### config.mk
export PLATFORM = sky130hd
export DESIGN_NAME = fba_apb_regs
export DESIGN_NICKNAME = d
export VERILOG_FILES = /design/src/fba_pkg.sv /design/src/fba_apb_regs.sv
export SDC_FILE = /design/constraint.sdc
export NUM_CORES = 1
export LEC_CHECK = 0
export BUFFER_PORTS_ARGS = -buffer_cell sky130_fd_sc_hd__buf_4
export CAP_MARGIN = 10
export CORE_MARGIN = 2
export CORE_UTILIZATION = 40
export CTS_CLUSTER_DIAMETER = 50
export DETAILED_ROUTE_END_ITERATION = 12
export GPL_TIMING_DRIVEN = 0
export PLACE_DENSITY = 0.87
export SLEW_MARGIN = 25
export SYNTH_ARGS = -nofsm -noshare
export SYNTH_HDL_FRONTEND = slang
export SYNTH_SLANG_ARGS = --single-unit
### constraint.sdc
create_clock -name clk -period 1.3 [get_ports clk]
set_input_delay 0.065 -clock clk [delete_from_list [all_inputs] [get_ports clk]]
set_output_delay 0.065 -clock clk [all_outputs]
set_load 0.01 [all_outputs]
### src/fba_pkg.sv
// Shared constants and types for the frame bitmap allocator.
`default_nettype none

package fba_pkg;

  // Command codes
  localparam logic [2:0] CMD_SET   = 3'd0;
  localparam logic [2:0] CMD_CLEAR = 3'd1;
  localparam logic [2:0] CMD_TEST  = 3'd2;
  localparam logic [2:0] CMD_FIND  = 3'd3;
  localparam logic [2:0] CMD_ALLOC = 3'd4;
  localparam logic [2:0] CMD_FREE  = 3'd5;

  // Status codes
  localparam logic [1:0] ST_OK        = 2'd0;
  localparam logic [1:0] ST_HAS_FRAME = 2'd1;
  localparam logic [1:0] ST_NO_FRAME  = 2'd2;

  // Field widths
  localparam int CMD_W   = 3;
  localparam int ADDR_W  = 28;
  localparam int FRAME_W = 16;
  localparam int STAT_W  = 2;

  // 4 KiB frames
  localparam int FRAME_SHIFT = 12;

  // Configuration register
  localparam int                 FRAME_COUNT_W     = 17;
  localparam logic [16:0]        FRAME_COUNT_RESET = 17'd65536;
  localparam int                 PADDR_W           = 3;
  localparam int                 PDATA_W           = 32;
  localparam logic               REG_FRAME_COUNT   = 1'b0;

  // Flags from the word search unit
  typedef struct packed {
    logic hit;       // a free frame below the limit lies in this word
    logic past_end;  // the word starts at or beyond the limit
  } srch_flags_t;

endpackage

`default_nettype wire

### src/fba_apb_regs.sv
// APB register block holding the managed frame count.
`default_nettype none

module fba_apb_regs import fba_pkg::*; (
  input  wire logic                     clk,
  input  wire logic                     rst,
  input  wire logic                     psel,
  input  wire logic                     penable,
  input  wire logic                     pwrite,
  input  wire logic [PADDR_W-1:0]       paddr,
  input  wire logic [PDATA_W-1:0]       pwdata,
  output logic      [PDATA_W-1:0]       prdata,
  output logic                          pready,
  output logic      [FRAME_COUNT_W-1:0] frame_count
);

  logic reg_sel;

  assign pready  = 1'b1;
  assign reg_sel = (paddr[PADDR_W-1:2] == REG_FRAME_COUNT);

  // register write on the access phase
  always_ff @(posedge clk) begin
    if (rst) begin
      frame_count <= FRAME_COUNT_RESET;
    end else if (psel && penable && pwrite && reg_sel) begin
      frame_count <= pwdata[FRAME_COUNT_W-1:0];
    end
  end

  // read back
  assign prdata = reg_sel ? PDATA_W'(frame_count) : '0;

endmodule

`default_nettype wire

==> results.ini <==
[layout]
fillers=208
largestRegisters=frame_count: 17 flops
diodes=0
largest_reg_flops=17
fin_util_pct=63.7
fin_nets=225
regMostFlops=frame_count
area_growth_pct=52.4
drive_above_1_share_pct=46.2
fin_cells=214

[drt]
dr.pass1.iters=2
drc=0
vias=914
vias_per_cell=4.27
wl_per_cell_um=11.7
ant_nets=0
drtIter0Drc=4
drt-total-wl_mm=2.50

[critical_path]
path_depth=2
worst-path-buf-inv=1
slowest_delay_ps=390
start_kind=register
reg2reg_from=frame_count[12]
end_kind=output pin
required_ps=1240
slowest_stage=dfxtp_1
cp_top_family=flip-flops
r2r_end=frame_count[12]
crit_path_cell_trace=nor2b_1 -> buf_4
ff2ff_setup_slack_ps=660
crit_type=reg -> out
crit_fanout=3
critPathArrivalTime_ps=990
reg2regPathDepth=2

[clocking]
postCtsSetupBuffers=0
cts_hold_buf=0
htreeDepth=1
cts_buffers=3
cts_tree=yes
cts_root_buf=clkbuf_4
insertion_delay_ps=290
clock-sinks=17
cts-resized-gates=0
clockBufferDepth=2
clkTransAtPathRegs_ps=110

[grt]
grt_remaining_overflow=0
grt_pass1_vias=862
grt_pass1_wl_mm=3.73
grt_max_degree=11
grtUsageTotal_pct=17.2
antenna_found_initial=0

[yosys]
yosys.area.top_type=dfxtp_1
synth_warnings=0
seq_area_frac_synth_pct=33.2
synth_most_common_cell=nand2b_1
synth_top_area_share_pct=33.2
synth_cell_type_count=12
synth_area_mm2=0.00103
synth_cells=110
synth-seq-cells=17
synth_edf_count=0
synth_top_cells_by_area=dfxtp_1, nand2b_1, mux2i_1
synthArstFlopShare_pct=0
avgSynthCellArea_um2=9.33
synth-main-ff-cell=dfxtp_1
synth_common_cells=nand2b_1, dfxtp_1, mux2i_1, buf_4, nor2b_1

[min_path]
hp-start=pwdata[16]
min_path_type=in -> reg
min_path_cells=3
whs_endpoint=frame_count[16]

[floorplanning]
dieArea_mm2=0.00299
initial_utilization_pct=41.8
pin_count=90
die-width_um=54.6
core_region_area_mm2=0.00245
die_h_um=54.6
rows=18

[power_and_ir_drop]
swShare_pct=26.3
power_leakage_nw=0.771
cellPowerDensity_mw_per_mm2=682
irDropWorstVdd_mv=0.501
pwr-share-seq_pct=50.8
pwr-share-comb_pct=21.9
p_total_mw=1.07
power_frac_clock_pct=27.3
cellInternalPower_uw=786
p_sw_uw=280

[timing]
clock_skew_ps=0
clock.fmax_mhz=947
worst_slew_pin_slew_ps=511
hold_viol_final=0
maxSlewHeadroom_pct=66.0
drv_slew=0
rsz0062_at_grt=false
period_minus_slack_ps=1060
setup_viol=0
period_share_pct=81.2
fin_setup_tns_ps=0

[place]
post-dp-hpwl_mm=2.00
gp_congestion=0.657
place_inst=210
numPortBuffers=56

[job]
cap_violations=0

[outcome]
status=completed

-- cell type report --
cell class | instances | area, µm² | share of cell area [%]
plain buffers | 22 | 166 | 10.6
clock inverters | 1 | 5.00 | 0.320
multi-input cells | 85 | 572 | 36.6
well taps | 30 | 37.5 | 2.40
flip-flops and latches | 17 | 340 | 21.8
repair buffers | 56 | 420 | 26.9
clock buffers | 3 | 22.5 | 1.44
-- worst reg2reg max path, delay by kind of cell, from the launching register on --
| kind | cells | cell delay [ps] |
|---|---|---|
| muxes | 1 | 130 |
| and+or+nand+nor | 1 | 70 |
| DFF | 1 | 380 |
-- cell usage in the layout (no fill, tap or decap), drive strengths merged --
master,instances
nor2,2
mux2i,17
clkbuf,7
and2b,7
and4b,1
clkinv,1
buf,74
nor2b,10
nand2b,32
conb,16
dfxtp,17
-- power groups by stage --
stage	combinational (mW)	sequential (mW)	clock, mW
after floorplan	0.130	0.556	0
after global placement	0.228	0.552	0
after detailed placement	0.233	0.553	0
after CTS	0.234	0.542	0.296
after global routing	0.256	0.543	0.316
final	0.234	0.541	0.291
-- per-layer routing --
layer | global-route usage [%] | vias up | part of all wire (%)
met5 | 0 | - | 0
met4 | 6.67 | 0 | 0.60
met3 | 2.19 | 2 | 7.2
met2 | 32.1 | 41 | 52
met1 | 19.3 | 410 | 40
li1 | - | 461 | -
-- how the worst max path moves through the flow --
stage / from / endpoint / slack (ps)
2_1_floorplan: paddr[2] / frame_count[10] / 490
3_3_place_gp: paddr[2] / frame_count[3] / 280
3_5_place_dp: paddr[2] / frame_count[2] / 240
4_1_cts: frame_count[2] / prdata[2] / 240
5_1_grt: frame_count[13] / prdata[13] / 200
6_report: frame_count[15] / prdata[15] / 240
-- per-stage QoR --
step	area, µm²	setup slack [ps]	hold WS, ps
after floorplan	1080	486	220
after global placement	1540	283	324
after detailed placement	1540	236	333
after CTS	1560	239	22.8
after global routing	1560	197	21.8
final	1560	244	24.5
-- kinds of logic (layout without fill, tap and decap cells) --
group / after synthesis / count (layout) / share of synthesized area [%]
other: 2 / 16 / 0.732
muxes: 17 / 17 / 16.6
buffers and inverters: 22 / 82 / 16.2
and+or+nand+nor: 52 / 52 / 33.3
DFF: 17 / 17 / 33.2
Note: power is estimated with default switching activity, not from simulation.
