`config.mk`:
```
export PLATFORM = sky130hd
export DESIGN_NAME = fba_word_search
export DESIGN_NICKNAME = d
export VERILOG_FILES = /design/src/fba_pkg.sv /design/src/fba_word_search.sv
export SDC_FILE = /design/constraint.sdc
export NUM_CORES = 1
export LEC_CHECK = 0
export BUFFER_PORTS_ARGS = -buffer_cell sky130_fd_sc_hd__buf_2
export CORE_ASPECT_RATIO = 1.1
export CORE_MARGIN = 5
export CORE_UTILIZATION = 35
export DETAILED_ROUTE_END_ITERATION = 8
export SYNTH_ARGS = -nofsm -noshare
export SYNTH_HDL_FRONTEND = slang
export SYNTH_SLANG_ARGS = --single-unit
```
`constraint.sdc`:
```
create_clock -name vclk -period 6.9
set_input_delay 0 -clock vclk [all_inputs]
set_output_delay 0 -clock vclk [all_outputs]
set_load 0.1 [all_outputs]
```
`src/fba_pkg.sv`:
```
// Shared constants and types for the frame bitmap allocator.
`default_nettype none

package fba_pkg;

  // Command codes
  localparam logic [2:0] CMD_SET   = 3'd0;
  localparam logic [2:0] CMD_CLEAR = 3'd1;
  localparam logic [2:0] CMD_TEST  = 3'd2;
  localparam logic [2:0] CMD_FIND  = 3'd3;
  localparam logic [2:0] CMD_ALLOC = 3'd4;
  localparam logic [2:0] CMD_FREE  = 3'd5;

  // Status codes
  localparam logic [1:0] ST_OK        = 2'd0;
  localparam logic [1:0] ST_HAS_FRAME = 2'd1;
  localparam logic [1:0] ST_NO_FRAME  = 2'd2;

  // Field widths
  localparam int CMD_W   = 3;
  localparam int ADDR_W  = 28;
  localparam int FRAME_W = 16;
  localparam int STAT_W  = 2;

  // 4 KiB frames
  localparam int FRAME_SHIFT = 12;

  // Configuration register
  localparam int                 FRAME_COUNT_W     = 17;
  localparam logic [16:0]        FRAME_COUNT_RESET = 17'd65536;
  localparam int                 PADDR_W           = 3;
  localparam int                 PDATA_W           = 32;
  localparam logic               REG_FRAME_COUNT   = 1'b0;

  // Flags from the word search unit
  typedef struct packed {
    logic hit;       // a free frame below the limit lies in this word
    logic past_end;  // the word starts at or beyond the limit
  } srch_flags_t;

endpackage

`default_nettype wire

```
`src/fba_word_search.sv`:
```
// Lowest free frame in one bitmap word, masked to frames below the limit.
`default_nettype none

module fba_word_search import fba_pkg::*; #(
  parameter int BPW   = 32,
  parameter int BIT_W = 5,
  parameter int CNT_W = 18
) (
  input  wire logic [BPW-1:0]   word,
  input  wire logic [CNT_W-1:0] base,
  input  wire logic [CNT_W-1:0] limit,
  output srch_flags_t           flags,
  output logic [BIT_W-1:0]      idx
);

  logic [CNT_W-1:0] rem;
  logic [BPW-1:0]   mask;
  logic [BPW-1:0]   free_bits;

  // frames of this word that lie below the limit
  always_comb begin
    rem = limit - base;
    flags.past_end = (base >= limit);
    if (flags.past_end) begin
      mask = '0;
    end else if (rem >= CNT_W'(BPW)) begin
      mask = '1;
    end else begin
      mask = ~({BPW{1'b1}} << rem[BIT_W-1:0]);
    end
    free_bits = ~word & mask;
    flags.hit = |free_bits;
  end

  // priority encode, lowest bit wins
  always_comb begin
    idx = '0;
    for (int b = BPW - 1; b >= 0; b--) begin
      if (free_bits[b]) begin
        idx = BIT_W'(b);
      end
    end
  end

endmodule

`default_nettype wire

```
==> impl.org <==
** Outcome
- Status :: finished clean

** Drt
- Number of DRC markers in iteration 0 :: 139
- Remaining DRCs :: 0
- Number of nets with antenna violations after routing :: 0
- Via count :: 3030
- Post-detailed-route wirelength per cell :: 15.7 um
- Post-Route WL :: 7.73 mm
- Ratio of routed vias to standard cells :: 6.16
- The first detailed-routing pass took 5 iterations.

** Logic synthesis
- Post-synthesis compound-gate area fraction :: 51.8%
- Synthesis produced a netlist with a net count of 438.
- After synthesis, the share of cell area in mux cells is 1.28%.
- Cell count after synthesis :: 351
- Summing the areas of all xor and xnor instances in the mapped netlist gives 2.61% of the synthesized area.
- The synthesized netlist devotes 24.1% of its cell area to simple gates.
- After synthesis, the largest family of logic cells by area is compound AO/OA/AOI/OAI gates.
- Yosys attributes the largest share of cell area to ha_1 9.6%, a21oi_1 5.3%, inv_1 4.9%.
- The biggest area contributor in the post-synthesis netlist is ha_1.
- Synthesized area per cell :: 6.70 um2
- Netlist cell types :: 67
- Commonest cells post-synth :: 31 x inv_1, 30 x nand2_1, 25 x a21oi_1, 23 x o21ai_0, 21 x nor2_1
- Most instantiated library cell after synthesis :: inv_1
- The synthesized netlist devotes 10.4% of its cell area to adder and majority cells.
- The synthesized netlist occupies a cell area of 2350 um2.
- During synthesis, Yosys emitted a total of 0 warnings.
- Fraction of post-synthesis cell area in the top cell type by area :: 9.57%
- Of the synthesized area, sequential elements account for 0%.

** Placement
- Estimated wirelength of the detail-placed design :: 6.32 mm
- Final GP Congestion :: 0.944
- Number of port buffers :: 75
- Placed Instances :: 492

** Worst setup path
- CP endpoint kind :: primary output
- Peak fanout along the critical path :: 37
- Critical path data required time :: 6900 ps
- Slowest-stage cell, CP :: ha_1
- Walking the worst path, the cells encountered are buf_2 -> inv_1 -> ha_1 -> o211a_1 -> o31a_1 -> o21a_1 -> o31a_1 -> or3_4 -> a211oi_4 -> buf_4 -> a41oi_1 -> or2_4 -> o31ai_4 -> nand2_2 -> or3_1 -> buf_2.
- Worst Path Class, Setup :: in2out
- Startpoint type of the worst setup path :: primary input
- Longest individual stage delay on the worst path :: 390 ps
- Data on the critical path arrives at its endpoint at 3970 ps.

** Finish
- Cells fill 42.0% of the core in the end.
- Excluding fillers, the count of instances in the completed layout stands at 492.
- Proportion of layout cells with a drive suffix above 1 :: 25.1%
- Compared with the post-synthesis result, the final layout area differs by 17.1%.
- Number of antenna cells inserted :: 0
- Layout sequential cell count :: 0
- Counting the fill cells in the layout gives 705.
- Summing all flip-flop and latch instances after layout gives 0 um2.
- The clock buffers instantiated in the layout total 0.
- Layout Nets :: 499

** Global routing
- The first global-routing pass estimated 12.6 mm of wire.
- Pin count of the biggest net entering global routing :: 38
- The number of antenna violations at the first check in global routing is 0.
- Global-route congestion overflow total :: 0
- Total routing resource utilization after global routing :: 17.7%
- Number of global-route vias before repair :: 2771

** STA
- Final setup vio count :: 0
- The worst pin sits at a relative slew slack of 39.6%.
- Fin crit period :: 3970 ps
- Hold timing on the final database bottoms out at a slack of 761 ps.
- In the finished design, the share of the clock period the worst path needs comes to 57.5%.
- Adding up every negative setup slack in the final design gives 0 ps.
- The number of pins with negative max-slew slack in the final report was 0.
- Slew at the pin closest to its max-slew limit :: 902 ps
- Achievable Freq :: 0.252 GHz
- Unrepaired setup endpoints after global routing :: false
- Final-report hold violation count :: 0

** Run
- Max-cap violations in this run came to 0.

** Floorplan
- DIE HEIGHT :: 96.0 um
- Cell Rows :: 31
- Die outline area :: 8460 um2
- Width of the die :: 88.2 um
- In this run the standard cell core region covers 6560 um2.
- Effective utilization at floorplan :: 35.9%
- For this design the top-level I/O count stands at 75.

** Pwr
- Static leakage :: 1.30 nW
- Worst VDD drop :: 0.0890 mV
- Total Power :: 321 uW
- Total power divided by cell area :: 116 nW/um2

** CTS
- Count of cells resized by post-cts repair :: 0
- Post-cts hold buffer count :: 0
- Setup bufs post-CTS :: 0

** Min path
- The path class of the tightest hold or removal check is in2out.
==> cell families (layout without fill, tap and decap cells) <==
family / Yosys count / count (layout)
compound gates: 161 / 161
simple gates: 109 / 109
buf+inv: 52 / 111
fa+ha+maj: 19 / 19
xor+xnor: 7 / 7
mux: 3 / 3
==> final timing paths <==
| check | start | end | cells past startpoint |
|---|---|---|---|
| setup / recovery | base[2] | flags[1] | 16 |
| hold / removal | word[1] | idx[0] | 5 |
==> area by class of cell <==
class	instances	area, um2	area share (%)
Inverter	31	116	4.22
Multi-Input combinational cell	299	2120	77.1
Timing Repair Buffer	80	413	15.0
Tap cell	82	103	3.72
==> metal layers <==
metal / GRT usage (%) / part of all wire [%] / vias up
li1: - / - / 1490
met1: 23.7 / 42 / 1382
met2: 31.4 / 48 / 139
met3: 1.11 / 7.7 / 19
met4: 3.15 / 2.4 / 0
met5: 0 / 0 / -
==> worst max-delay path, delay by kind of cell <==
family | cells | cell delay, ps
adder cells (fa/ha/maj) | 1 | 390
buffers and inverters | 4 | 780
AND/OR/NAND/NOR | 4 | 1130
AO/OA/AOI/OAI | 7 | 1650
==> power by group <==
group          internal, mW  switching (mW)  total [mW]
clock                     0               0           0
sequential                0               0           0
combinational         0.106           0.215       0.321
==> cell usage in the layout, fill, tap and decap left out, types with 3 or more instances in the layout <==
cell type,Yosys,routed
or3_1,3,3
or2_2,4,4
nand3b_1,4,4
and4_1,3,3
o211ai_1,8,8
a21o_1,8,8
o22ai_1,4,4
and2_1,3,3
o2111ai_1,3,3
nand4_1,4,4
xnor2_1,5,5
mux2i_1,3,3
nand3_1,10,10
buf_2,3,75
nor2_1,21,21
o21a_1,10,10
o31ai_1,5,5
a41o_1,7,7
nor3_1,5,5
a31oi_1,12,12
a21oi_1,25,25
and3_1,6,6
buf_4,0,5
o21ai_0,23,23
a31o_2,5,5
inv_1,31,31
nand2_1,30,30
a211o_1,5,5
ha_1,18,18
nand2b_1,5,5
a211oi_1,5,5
a21boi_0,3,3
o211a_1,3,3
a41oi_1,10,10
==> through the flow <==
step           instance area (um2)  worst slack (ps)
5_1_grt                       2760              2660
3_3_place_gp                  2760              3040
3_5_place_dp                  2760              2980
6_report                      2760              2930
4_1_cts                       2760              2950
2_1_floorplan                 2350              1430
(Power assumes the default switching activity.)
